[src/rtl/ach_pkg.sv]
// Package: types, constants and AES helper functions for the chained-key hash.
`timescale 1ns / 1ps
package ach_pkg;

    localparam int BLOCK_BYTES = 16;
    localparam int SALT_BYTES  = 4;
    localparam int AES_ROUNDS  = 10;

    localparam logic [0:0] REG_SALT    = 1'd0;
    localparam logic [0:0] REG_OUT_LEN = 1'd1;

    typedef struct packed {
        logic [63:0] block_hi;
        logic [63:0] block_lo;
        logic        last_block;
        logic [4:0]  last_count;
    } t_in_req;

    typedef struct packed {
        logic [63:0] digest_hi;
        logic [63:0] digest_lo;
    } t_out_req;

    // Queue entry between front and core: padded block plus control.
    typedef struct packed {
        logic [127:0] blk;
        logic         last;
    } t_job;

    typedef logic [7:0] t_sbox_tab [256];
    localparam t_sbox_tab SBOX = '{
        8'h63,8'h7c,8'h77,8'h7b,8'hf2,8'h6b,8'h6f,8'hc5,8'h30,8'h01,8'h67,8'h2b,8'hfe,8'hd7,8'hab,8'h76,
        8'hca,8'h82,8'hc9,8'h7d,8'hfa,8'h59,8'h47,8'hf0,8'had,8'hd4,8'ha2,8'haf,8'h9c,8'ha4,8'h72,8'hc0,
        8'hb7,8'hfd,8'h93,8'h26,8'h36,8'h3f,8'hf7,8'hcc,8'h34,8'ha5,8'he5,8'hf1,8'h71,8'hd8,8'h31,8'h15,
        8'h04,8'hc7,8'h23,8'hc3,8'h18,8'h96,8'h05,8'h9a,8'h07,8'h12,8'h80,8'he2,8'heb,8'h27,8'hb2,8'h75,
        8'h09,8'h83,8'h2c,8'h1a,8'h1b,8'h6e,8'h5a,8'ha0,8'h52,8'h3b,8'hd6,8'hb3,8'h29,8'he3,8'h2f,8'h84,
        8'h53,8'hd1,8'h00,8'hed,8'h20,8'hfc,8'hb1,8'h5b,8'h6a,8'hcb,8'hbe,8'h39,8'h4a,8'h4c,8'h58,8'hcf,
        8'hd0,8'hef,8'haa,8'hfb,8'h43,8'h4d,8'h33,8'h85,8'h45,8'hf9,8'h02,8'h7f,8'h50,8'h3c,8'h9f,8'ha8,
        8'h51,8'ha3,8'h40,8'h8f,8'h92,8'h9d,8'h38,8'hf5,8'hbc,8'hb6,8'hda,8'h21,8'h10,8'hff,8'hf3,8'hd2,
        8'hcd,8'h0c,8'h13,8'hec,8'h5f,8'h97,8'h44,8'h17,8'hc4,8'ha7,8'h7e,8'h3d,8'h64,8'h5d,8'h19,8'h73,
        8'h60,8'h81,8'h4f,8'hdc,8'h22,8'h2a,8'h90,8'h88,8'h46,8'hee,8'hb8,8'h14,8'hde,8'h5e,8'h0b,8'hdb,
        8'he0,8'h32,8'h3a,8'h0a,8'h49,8'h06,8'h24,8'h5c,8'hc2,8'hd3,8'hac,8'h62,8'h91,8'h95,8'he4,8'h79,
        8'he7,8'hc8,8'h37,8'h6d,8'h8d,8'hd5,8'h4e,8'ha9,8'h6c,8'h56,8'hf4,8'hea,8'h65,8'h7a,8'hae,8'h08,
        8'hba,8'h78,8'h25,8'h2e,8'h1c,8'ha6,8'hb4,8'hc6,8'he8,8'hdd,8'h74,8'h1f,8'h4b,8'hbd,8'h8b,8'h8a,
        8'h70,8'h3e,8'hb5,8'h66,8'h48,8'h03,8'hf6,8'h0e,8'h61,8'h35,8'h57,8'hb9,8'h86,8'hc1,8'h1d,8'h9e,
        8'he1,8'hf8,8'h98,8'h11,8'h69,8'hd9,8'h8e,8'h94,8'h9b,8'h1e,8'h87,8'he9,8'hce,8'h55,8'h28,8'hdf,
        8'h8c,8'ha1,8'h89,8'h0d,8'hbf,8'he6,8'h42,8'h68,8'h41,8'h99,8'h2d,8'h0f,8'hb0,8'h54,8'hbb,8'h16
    };

    // Byte i of a 128-bit block sits at bits [127-8i -: 8].
    function automatic logic [7:0] get_byte(input logic [127:0] v, input int i);
        return v[127-8*i -: 8];
    endfunction

    function automatic logic [7:0] gf_double(input logic [7:0] x);
        return {x[6:0], 1'b0} ^ (x[7] ? 8'h1b : 8'h00);
    endfunction

    function automatic logic [127:0] next_round_key(input logic [127:0] rk,
                                                    input logic [7:0] rcon);
        logic [7:0] b [16];
        logic [7:0] t [4];
        logic [127:0] r;
        for (int i = 0; i < 16; i++) b[i] = get_byte(rk, i);
        t[0] = SBOX[b[13]] ^ rcon;
        t[1] = SBOX[b[14]];
        t[2] = SBOX[b[15]];
        t[3] = SBOX[b[12]];
        for (int i = 0; i < 4; i++) b[i] = b[i] ^ t[i];
        for (int i = 4; i < 16; i++) b[i] = b[i] ^ b[i-4];
        for (int i = 0; i < 16; i++) r[127-8*i -: 8] = b[i];
        return r;
    endfunction

    function automatic logic [127:0] aes_round(input logic [127:0] st,
                                               input logic final_rnd);
        logic [7:0] s [16];
        logic [7:0] m [16];
        logic [7:0] a0, a1, a2, a3, t;
        logic [127:0] r;
        for (int i = 0; i < 16; i++) s[i] = get_byte(st, i);
        for (int c = 0; c < 4; c++)
            for (int k = 0; k < 4; k++)
                m[4*c+k] = SBOX[s[4*((c+k)%4)+k]];
        if (!final_rnd) begin
            for (int c = 0; c < 4; c++) begin
                a0 = m[4*c]; a1 = m[4*c+1]; a2 = m[4*c+2]; a3 = m[4*c+3];
                t = a0 ^ a1 ^ a2 ^ a3;
                m[4*c]   = a0 ^ t ^ gf_double(a0 ^ a1);
                m[4*c+1] = a1 ^ t ^ gf_double(a1 ^ a2);
                m[4*c+2] = a2 ^ t ^ gf_double(a2 ^ a3);
                m[4*c+3] = a3 ^ t ^ gf_double(a3 ^ a0);
            end
        end
        for (int i = 0; i < 16; i++) r[127-8*i -: 8] = m[i];
        return r;
    endfunction

endpackage

[src/rtl/ach_front.sv]
// Front end: pads final blocks and pushes jobs into a two-entry queue.
`timescale 1ns / 1ps
module ach_front (
    input  logic            i_clk,
    input  logic            i_rst_n,
    input  logic            i_valid,
    output logic            o_ready,
    input  ach_pkg::t_in_req i_req,
    output logic            o_job_valid,
    input  logic            i_job_ready,
    output ach_pkg::t_job   o_job
);
    import ach_pkg::*;

    t_job        r_q [2];
    logic        r_wp, r_rp;
    logic [1:0]  r_cnt;
    t_job        w_job;
    logic [4:0]  w_cnt;
    logic        w_push, w_pop;

    always_comb begin
        w_cnt = i_req.last_count;
        if (w_cnt == 5'd0 || w_cnt > 5'd16) w_cnt = 5'd16;
        w_job.last = i_req.last_block;
        w_job.blk  = {i_req.block_hi, i_req.block_lo};
        // zero bytes past the valid count of a final block
        if (i_req.last_block) begin
            for (int i = 0; i < 16; i++)
                if (5'(i) >= w_cnt) w_job.blk[127-8*i -: 8] = 8'h00;
        end
    end

    assign o_ready     = (r_cnt != 2'd2);
    assign o_job_valid = (r_cnt != 2'd0);
    assign o_job       = r_q[r_rp];
    assign w_push      = i_valid && o_ready;
    assign w_pop       = o_job_valid && i_job_ready;

    always_ff @(posedge i_clk) begin
        if (w_push) r_q[r_wp] <= w_job;
    end

    always_ff @(posedge i_clk) begin
        if (!i_rst_n) begin
            r_wp  <= 1'b0;
            r_rp  <= 1'b0;
            r_cnt <= 2'd0;
        end else begin
            if (w_push) r_wp <= ~r_wp;
            if (w_pop)  r_rp <= ~r_rp;
            r_cnt <= r_cnt + 2'(w_push) - 2'(w_pop);
        end
    end
endmodule

[config.mk]
export PLATFORM = sky130hd
export DESIGN_NAME = ach_front
export DESIGN_NICKNAME = d
export VERILOG_FILES = /design/src/rtl/ach_pkg.sv /design/src/rtl/ach_front.sv
export SDC_FILE = /design/constraint.sdc
export NUM_CORES = 1
export LEC_CHECK = 0
export BUFFER_PORTS_ARGS = -buffer_cell sky130_fd_sc_hd__clkbuf_2
export CAP_MARGIN = 20
export CORE_ASPECT_RATIO = 0.9
export CORE_MARGIN = 5
export CORE_UTILIZATION = 30
export DETAILED_ROUTE_END_ITERATION = 10
export PLACE_DENSITY = 0.59
export SYNTH_ARGS = -nofsm -noshare
export SYNTH_HDL_FRONTEND = slang
export SYNTH_SLANG_ARGS = --single-unit
[constraint.sdc]
create_clock -name i_clk -period 4.27 [get_ports i_clk]
set_input_delay 0 -clock i_clk [delete_from_list [all_inputs] [get_ports i_clk]]
set_output_delay 0 -clock i_clk [all_outputs]
set_load 0.01 [all_outputs]
==> results of run 1 <==
[per-stage QoR]
step,util,cell area (um^2),hold WS [ns]
2_1_floorplan,-,10600,0.0989
3_3_place_gp,0.358,12500,0.234
3_5_place_dp,0.358,12500,0.244
4_1_cts,0.421,14700,0.229
5_1_grt,0.421,14700,0.242
6_report,0.421,14700,0.247
[what timing repair did]
| item | in CTS | in global routing |
|---|---|---|
| gates resized for setup | 0 | 0 |
| endpoints found under the hold margin | 263 | 0 |
| buffers inserted | 0 | 0 |
| hold buffers | 132 | 0 |
[per-layer routing]
metal  vias to the layer above  global-route usage  routed length (um)
met2                       194               0.207               11900
met4                         6              0.0248                 421
li1                       3078                   -                   -
met3                        34              0.0492                2040
met5                         -                   0                  45
met1                      3095               0.155               10600
[registers in the layout, summed over array words and instances (netlist names), named ones only]
register	count
r_q	258
r_wp	1
r_cnt	2
r_rp	1
[power by group]
group / switching (uW) / total [uW] / internal, uW / leakage, uW
logic: 1160 / 2140 / 978 / 0.00265
registers: 79.2 / 3410 / 3330 / 0.00248
clock network: 935 / 2340 / 1410 / 0.000432
[layout by cell type, fill, tap and decap left out, types with 4 or more instances in the layout]
cell	instances
clkbuf_2	268
edfxtp_1	258
dlygate4sd3_1	132
mux2_2	129
and2_1	115
clkbuf_16	29
nor2b_1	17
clkinv_1	9
inv_1	5
nor2_1	5
clkbuf_1	5
o21ai_2	4
nand2_1	4
buf_4	4
dfxtp_1	4
[path summary, 6_finish.rpt]
| kind | slack (ns) | end | start | cells past startpoint |
|---|---|---|---|---|
| max reg2reg | 2.16 | r_q[0][67]$_DFFE_PP_ | r_cnt[0]$_SDFF_PN0_ | 4 |
| min | 0.25 | r_cnt[0]$_SDFF_PN0_ | i_rst_n | 3 |
| min reg2reg | 0.51 | r_rp$_SDFFE_PN0P_ | r_rp$_SDFFE_PN0P_ | 2 |
| max | 2.02 | o_job[72] | flop | 3 |
[cell type report]
cell class	count	area [um^2]
clock inverters	15	143
fillers	3180	20200
clock buffers	34	744
inverters	6	27.5
flip-flops and latches	263	7850
well taps	469	587
diodes	1	2.50
multi-input cells	306	2610
repair buffers	406	2730
[worst max-delay path, delay by kind of cell (launching register included)]
kind	cells	cell delay, ns
buffers and inverters	2	0.84
DFF	1	0.34
muxes	1	0.45
[cell families after synthesis]
| group | count (synthesis) | share of synthesized area |
|---|---|---|
| muxes | 129 | 0.138 |
| xor gates and xnor gates | 2 | 0.00166 |
| and+or+nand+nor | 156 | 0.0912 |
| AOI/OAI and AO/OA | 16 | 0.0123 |
| buffers and inverters | 24 | 0.0105 |
| DFF | 263 | 0.743 |
| adders and majority gates | 3 | 0.00355 |
==> metrics.yaml, run 1 <==
critical_path:
  crit_chain: "buf_4 -> mux2_2 -> clkbuf_2"
  cp_data_required_time_ns: 4.27
  critical_path_class: "flop to output pin"
  worstPathArrival_ns: 2.25
  critical_path.slowest_cell: "buf_4"
  startpoint_type: "flop"
  end_kind: "output pin"
  cpPeakStageDelay_ns: 0.70
  path_max_fanout: 68
layout:
  drive_gt1_frac: 0.439
  layout.nets: 1153
  area_growth_pct: 39.1
  fin_cells: 1500
placed_design:
  port_buffers: 268
  gp_congestion: 0.692
  placed_cells: 1318
  post-dp-hpwl_um: 16000
  dp_slack_ns: 1.90
route:
  num_vias: 6407
  drc: 0
  first_iter_violations: 193
  antenna_left: 0
  routed_wl_um: 24900
  route.detailed.wl_per_inst_um: 16.6
  drt_first_pass_iters: 4
  viasPerCell: 4.27
clock_network:
  cts_root_buf: "clkbuf_16"
  clock-sinks: 263
  clock_latency_ns: 0.54
  cts_tree: "built"
  cts.reportedPaths.clkPinSlew_ns: 0.05
  numCtsBuffers: 29
  cts_max_level: 1
  clock_tree.buffer_depth: 3
global_route:
  grt_pass1_wl_um: 38700
  first_global_vias: 6919
  grt_max_degree: 82
  track_usage: 0.124
  grt_overflow: 0
  antenna_found_initial: 5
synth:
  synth.most_common_cell: "edfxtp_1"
  synth-edff-count: 258
  ys_top_cells_by_count: "258 x edfxtp_1, 129 x mux2_2, 115 x and2_1"
  avgSynthCellArea_um2: 17.8
  ys.flop_type: "edfxtp_1"
  netlist_instances: 593
  yosysUniqueCellTypes: 34
  synthTopCellsByArea: "edfxtp_1 73%, mux2_2 14%, and2_1 6.8%, nor2b_1 1.0%, dfxtp_1 0.95%"
  ys_seq_area_frac: 0.743
  yosys.area.top_type: "edfxtp_1"
  ys_ff_latch: 263
  synth_nets: 734
  netlist_area_mm2: 0.0106
  async_flop_share: 0
  synth_top_cell_area_share: 0.734
  yosysWarnings: 0
sta:
  fmax_ghz: 0.444
  post-route-min-period_ns: 2.25
  slew_viol_final: 0
  rsz0062_at_grt: "false"
  setup_slack_ns: 2.02
  relSlewSlack: 0.348
  setup_viol: 0
  tightest_slew_ns: 0.978
  hold_viol: 0
  fin_tns_setup_ns: 0
  skew_ns: 0.0137
  finalCritPeriodShare: 0.527
run_status:
  outcome: "completed"
floorplan:
  die_w_um: 208
  dieArea_mm2: 0.0391
  rows: 65
  die_y_um: 188
  start_util: 0.303
  core_area_mm2: 0.0349
  io_pins: 269
flow_run:
  maxCapViolations: 0
power_and_ir_drop:
  p_leak_uw: 0.00556
  ir_worst_vdd_mv: 0.378
  power_density_mw_per_mm2: 537
  totalPowerFinal_uw: 7890
hold_path:
  min_path_type: "input pin to flop"
No activity file was read; power rests on OpenSTA's default activity.
==> run 2: changes to the inputs <==
--- a/config.mk
+++ b/config.mk
@@ -11,7 +11,7 @@
 export CORE_MARGIN = 5
 export CORE_UTILIZATION = 30
 export DETAILED_ROUTE_END_ITERATION = 10
-export PLACE_DENSITY = 0.59
+export PLACE_DENSITY = 0.57
 export SYNTH_ARGS = -nofsm -noshare
 export SYNTH_HDL_FRONTEND = slang
 export SYNTH_SLANG_ARGS = --single-unit
==> constraint.sdc (replaced) <==
create_clock -name i_clk -period 2.3 [get_ports i_clk]
set_input_delay 0 -clock i_clk [delete_from_list [all_inputs] [get_ports i_clk]]
set_output_delay 0 -clock i_clk [all_outputs]
set_load 0.01 [all_outputs]
==> run 2 against run 1 <==
Effect of this change: register-to-register slack got worse by 1.5 ns; clock power rose by 100%; routed wire length rose by 1.8%; combinational power rose by 89%; sequential power rose by 88%; critical path type unchanged.
==> metrics.yaml, run 2 (synthesized netlist as in run 1, its figures left out) <==
global_route:
  track_usage: 0.125  # was 0.124
  grt_overflow: 0  # unchanged
  first_global_vias: 6906  # was 6919
  grt_max_degree: 86  # was 82
  antenna_found_initial: 0  # was 5
  grt_pass1_wl_um: 38900  # was 38700 um
power_and_ir_drop:
  ir_worst_vdd_mv: 0.528  # was 0.378 mV
  power_density_mw_per_mm2: 1010  # was 537 mW/mm^2
  p_leak_uw: 0.00567  # was 0.00556 uW
layout:
  top_regs: "r_q (258), r_cnt (2)"  # unchanged
  multi_input_area_mm2: 0.00261  # about the same
  area_growth_pct: 41.6  # was 39.1%
  top_register: "r_q"  # unchanged
  n_fill_cell: 3191  # was 3180
  layout_common_cells: "268 x clkbuf_2, 258 x edfxtp_1, 132 x dlygate4sd3_1"  # unchanged
  fin_util: 0.428  # was 0.421
  layout.nets: 1168  # was 1153
  largest_reg_flops: 258  # unchanged
  final_common_cell: "clkbuf_2"  # unchanged
  regArea_mm2: 0.00785  # about the same
  drive_gt1_frac: 0.451  # was 0.439
sta:
  slew_viol_final: 0  # unchanged
  setup_slack_ns: 0.239  # was 2.02 ns
  relSlewSlack: 0.474  # was 0.348
  finalCritPeriodShare: 0.896
  skew_ns: 0.0201  # was 0.0137 ns
  tightest_slew_ns: 0.784  # was 0.978 ns
  hold_viol: 0  # unchanged
  hold_slack_ns: 0.216  # was 0.247 ns
  fmax_ghz: 0.485
  post-route-min-period_ns: 2.06
  setup_viol: 0  # unchanged
  rsz0062_at_grt: "false"  # unchanged
floorplan:
  die_y_um: 188  # unchanged
  start_util: 0.303  # unchanged
  rows: 65  # unchanged
  dieArea_mm2: 0.0391  # unchanged
  core_area_mm2: 0.0349  # unchanged
  io_pins: 269  # unchanged
  die_w_um: 208  # unchanged
clock_network:
  numCtsBuffers: 29  # unchanged
  cts_setup_buffers: 0  # unchanged
  ctsResizeCount: 0  # unchanged
  cts_max_level: 1  # unchanged
  cts_root_buf: "clkbuf_16"  # unchanged
  clock_latency_ns: 0.55  # was 0.54 ns
  cts_tree: "built"  # unchanged
  cts.reportedPaths.clkPinSlew_ns: 0.06  # was 0.05 ns
  clock-sinks: 263  # unchanged
  hold_buffers: 132  # unchanged
  clock_tree.buffer_depth: 3  # unchanged
placed_design:
  dp_slack_ns: -0.171  # was 1.90 ns
  port_buffers: 268  # unchanged
  gp_congestion: 0.718  # was 0.692
  post-dp-hpwl_um: 16900  # was 16000 um
critical_path:
  end_kind: "output pin"  # unchanged
  critical_path_class: "flop to output pin"  # unchanged
  worstPathArrival_ns: 2.06  # was 2.25 ns
  cp_data_required_time_ns: 2.30  # was 4.27 ns
  startpoint_type: "flop"  # unchanged
  path_max_fanout: 25  # was 68
route:
  antenna_left: 0  # unchanged
  drt_first_pass_iters: 5  # was 4
  drc: 0  # unchanged
  first_iter_violations: 250  # was 193
  num_vias: 6456  # was 6407
  viasPerCell: 4.25  # was 4.27
  route.detailed.wl_per_inst_um: 16.7  # was 16.6 um
  routed_wl_um: 25400  # was 24900 um
run_status:
  outcome: "completed"  # unchanged
hold_path:
  min_path_type: "input pin to flop"  # unchanged
flow_run:
  maxCapViolations: 0  # unchanged
run 2: cell count changes in the layout (fill, tap and decap cells not counted):
cell        delta
dfxtp_1        -2
inv_6          -2
clkinvlp_4     +3
buf_12         +5
clkinv_2       -1
nand2b_1       -1
buf_4         +10
clkinv_4       +1
dfxtp_2        +2
nand2b_4       +1
bufinv_16      +2
run 2: area by class of cell:
| class | count | share of cell area |
|---|---|---|
| diodes | 1 | 0.000167 |
| clock buffers | 34 | 0.0498 |
| clock inverters | 18 | 0.0142 |
| inverters | 6 | 0.00176 |
| multi-input cells | 306 | 0.175 |
| flip-flops and latches | 263 | 0.525 |
| well taps | 469 | 0.0393 |
| repair buffers | 421 | 0.195 |
run 2: critical path: stages (launching register included):
cell      delay [ns]
dfxtp_4         0.60
buf_4           0.35
mux2_2          0.39
clkbuf_2        0.15
run 2: worst paths after layout:
kind                       start                    to  slack (ns)  cells past startpoint
min reg2reg    r_rp$_SDFFE_PN0P_                  flop        0.52                      2
min                      i_rst_n   r_cnt[0]$_SDFF_PN0_        0.22                      3
max reg2reg  r_cnt[0]$_SDFF_PN0_  r_q[0][87]$_DFFE_PP_        0.62                      4
max                         flop             o_job[85]        0.24                      3
run 2: per-stage QoR:
stage	power (uW)	std cells	area, um^2	TNS [ns]
final	15100	1518	14900	0
after global placement	10400	1333	12700	-1.40
after detailed placement	10500	1333	12700	-6.71
after CTS	15400	1517	14900	0
after floorplan	8790	593	10600	-111.81
after global routing	15900	1517	14900	0
run 2: power by group:
| group | total (uW) | internal (uW) | switching, uW |
|---|---|---|---|
| registers | 6400 | 6180 | 223 |
| clock network | 4670 | 2850 | 1810 |
| logic | 4040 | 1920 | 2120 |
| total | 15100 | 10900 | 4160 |
run 2: per-layer routing:
metal / vias up / track usage / part of all wire
li1: 3113 / - / -
met1: 3111 / 0.163 / 0.44
met2: 197 / 0.207 / 0.47
met3: 35 / 0.0418 / 0.076
met4: 0 / 0.0250 / 0.018
met5: - / 0 / 0
==> run 3: changes to the inputs <==
==> constraint.sdc (replaced) <==
create_clock -name i_clk -period 2.3 [get_ports i_clk]
set_input_delay 0.115 -clock i_clk [delete_from_list [all_inputs] [get_ports i_clk]]
set_output_delay 0.115 -clock i_clk [all_outputs]
set_load 0.01 [all_outputs]
==> run 3 against run 2 <==
Effect of this change: utilization fell by 0.48 points; flip-flop and latch count stayed put; sequential share of layout area rose by 0.60 points; combinational power rose by 1%; clock-buffer cell count up 5; global-route usage increased by 0.078 points; critical path depth stayed put; hold slack improved by 0.13 ns; critical path type unchanged; largest power group unchanged.
==> metrics.yaml, run 3 (synthesized netlist as in run 1, its figures left out) <==
floorplan:
  start_util: 0.303  # unchanged
  dieArea_mm2: 0.0391  # unchanged
  die_y_um: 188  # unchanged
  die_w_um: 208  # unchanged
  io_pins: 269  # unchanged
  core_area_mm2: 0.0349  # unchanged
  rows: 65  # unchanged
power_and_ir_drop:
  seqPwrFrac: 0.439  # was 0.424
  power_density_mw_per_mm2: 977  # was 1010 mW/mm^2
  p_leak_uw: 0.00559  # was 0.00567 uW
  power_frac_comb: 0.283  # was 0.267
  switching_share: 0.283  # was 0.275
  ir_worst_vdd_mv: 0.613  # was 0.528 mV
  p_sw_uw: 4080  # was 4160 uW
  intPower_uw: 10400  # was 10900 uW
  clkPwrFrac: 0.278  # was 0.309
route:
  num_vias: 6481  # was 6456
  drc: 0  # unchanged
  antenna_left: 0  # unchanged
  route.detailed.wl_per_inst_um: 16.8  # was 16.7 um
  drt_first_pass_iters: 4  # was 5
  viasPerCell: 4.28  # was 4.25
  first_iter_violations: 248  # was 250
  routed_wl_um: 25400  # about the same
layout:
  layout_common_cells: "268 x clkbuf_2, 258 x edfxtp_1, 132 x dlygate4sd3_1"  # unchanged
  largest_reg_flops: 258  # unchanged
  layout.nets: 1166  # was 1168
  top_regs: "r_q (258), r_cnt (2)"  # unchanged
  fin_cells: 1514  # was 1518
  drive_gt1_frac: 0.446  # was 0.451
  final_common_cell: "clkbuf_2"  # unchanged
  top_register: "r_q"  # unchanged
  area_growth_pct: 40.0  # was 41.6%
critical_path:
  path_buf_inv: 2  # unchanged
  critical_path.slowest_cell: "mux2_2"  # was dfxtp_4
  end_kind: "output pin"  # unchanged
  path_max_fanout: 67  # was 25
  cpPeakStageDelay_ns: 0.43  # was 0.60 ns
  crit_chain: "buf_12 -> mux2_2 -> clkbuf_2"  # was buf_4 -> mux2_2 -> clkbuf_2
  cp_data_required_time_ns: 2.18  # was 2.30 ns
  startpoint_type: "flop"  # unchanged
  critical_path_class: "flop to output pin"  # unchanged
  critical_path.top_delay_family: "buffers and inverters"  # was flip-flops
  worstPathArrival_ns: 1.89  # was 2.06 ns
sta:
  hold_viol: 0  # unchanged
  finalCritPeriodShare: 0.872  # was 0.896
  fmax_ghz: 0.499  # was 0.485 GHz
  relSlewSlack: 0.572  # was 0.474
  hold_slack_ns: 0.344  # was 0.216 ns
  skew_ns: 0.00936  # was 0.0201 ns
  tightest_slew_ns: 0.637  # was 0.784 ns
  slew_viol_final: 0  # unchanged
  post-route-min-period_ns: 2.01  # was 2.06 ns
  setup_viol: 0  # unchanged
  rsz0062_at_grt: "false"  # unchanged
clock_network:
  clock-sinks: 263  # unchanged
  cts.reportedPaths.clkPinSlew_ns: 0.06  # about the same
  hold_buffers: 132  # unchanged
  clock_tree.buffer_depth: 3  # unchanged
  cts_setup_buffers: 0  # unchanged
  ctsResizeCount: 0  # unchanged
  cts_max_level: 1  # unchanged
  numCtsBuffers: 28  # was 29
  cts_root_buf: "clkbuf_16"  # unchanged
  cts_tree: "built"  # unchanged
  clock_latency_ns: 0.54  # was 0.55 ns
global_route:
  gr-max-usage-layer: "met2"  # unchanged
  grt_use_met1: 0.166  # was 0.163
  grt_max_degree: 76  # was 86
  first_global_vias: 6907  # was 6906
  grt_overflow: 0  # unchanged
  antenna_found_initial: 1  # was 0
  grt_pass1_wl_um: 39300  # was 38900 um
  track_usage: 0.126  # was 0.125
  grt_util_met3: 0.0457  # was 0.0418
  use_met2: 0.203  # was 0.207
placed_design:
  placed_cells: 1332  # was 1333
  post-dp-hpwl_um: 16600  # was 16900 um
  port_buffers: 268  # unchanged
  gp_congestion: 0.720  # was 0.718
flow_run:
  maxCapViolations: 0  # unchanged
run_status:
  outcome: "completed"  # unchanged
hold_path:
  min_path_type: "input pin to flop"  # unchanged
[run 3: area by class of cell]
| type | instances | area, um^2 |
|---|---|---|
| multi-input cells | 306 | 2610 |
| well taps | 469 | 587 |
| diodes | 1 | 2.50 |
| flip-flops and latches | 263 | 7850 |
| fillers | 3213 | 20100 |
| clock inverters | 10 | 46.3 |
| clock buffers | 39 | 763 |
| inverters | 6 | 26.3 |
| repair buffers | 420 | 2890 |
[run 3: worst paths after layout]
| kind | endpoint | cells past startpoint | startpoint | slack [ns] |
|---|---|---|---|---|
| setup / recovery | o_job[85] | 3 | flop | 0.29 |
| hold / removal | r_cnt[0]$_SDFF_PN0_ | 3 | i_rst_n | 0.34 |
| setup reg to reg | r_q[0][88]$_DFFE_PP_ | 4 | r_cnt[0]$_SDFF_PN0_ | 0.69 |
| hold reg to reg | r_rp$_SDFFE_PN0P_ | 2 | r_rp$_SDFFE_PN0P_ | 0.52 |
[run 3: per-stage QoR]
stage          area (um^2)  TNS, ns  worst slack, ns  utilization  power, uW
5_1_grt              14800        0            0.215        0.424      15200
3_5_place_dp         12600    -8.83           -0.180        0.362      10400
4_1_cts              14800        0            0.256        0.424      14700
2_1_floorplan        10600  -111.81           -0.624            -       8790
3_3_place_gp         12600   -10.42           -0.172        0.362      10400
6_report             14800        0            0.294        0.424      14400
[run 3: worst reg2reg max path: cells and delay by family, from the launching register on]
family	cells	cell delay [ns]
buffers and inverters	2	0.51
DFF	1	0.35
and+or+nand+nor	2	0.29
[run 3: layer usage]
metal	part of all wire	wire length [um]
met2	0.47	11900
met5	0	0
met1	0.44	11100
met4	0.019	488
met3	0.076	1940
[run 3: power by group through the flow]
stage               combinational (uW)  clock [uW]  sequential, uW
floorplan                         2360           0            6430
global placement                  4000           0            6410
detailed placement                4000           0            6440
CTS                               4200        4170            6340
global route                      4450        4390            6390
finish                            4090        4020            6330
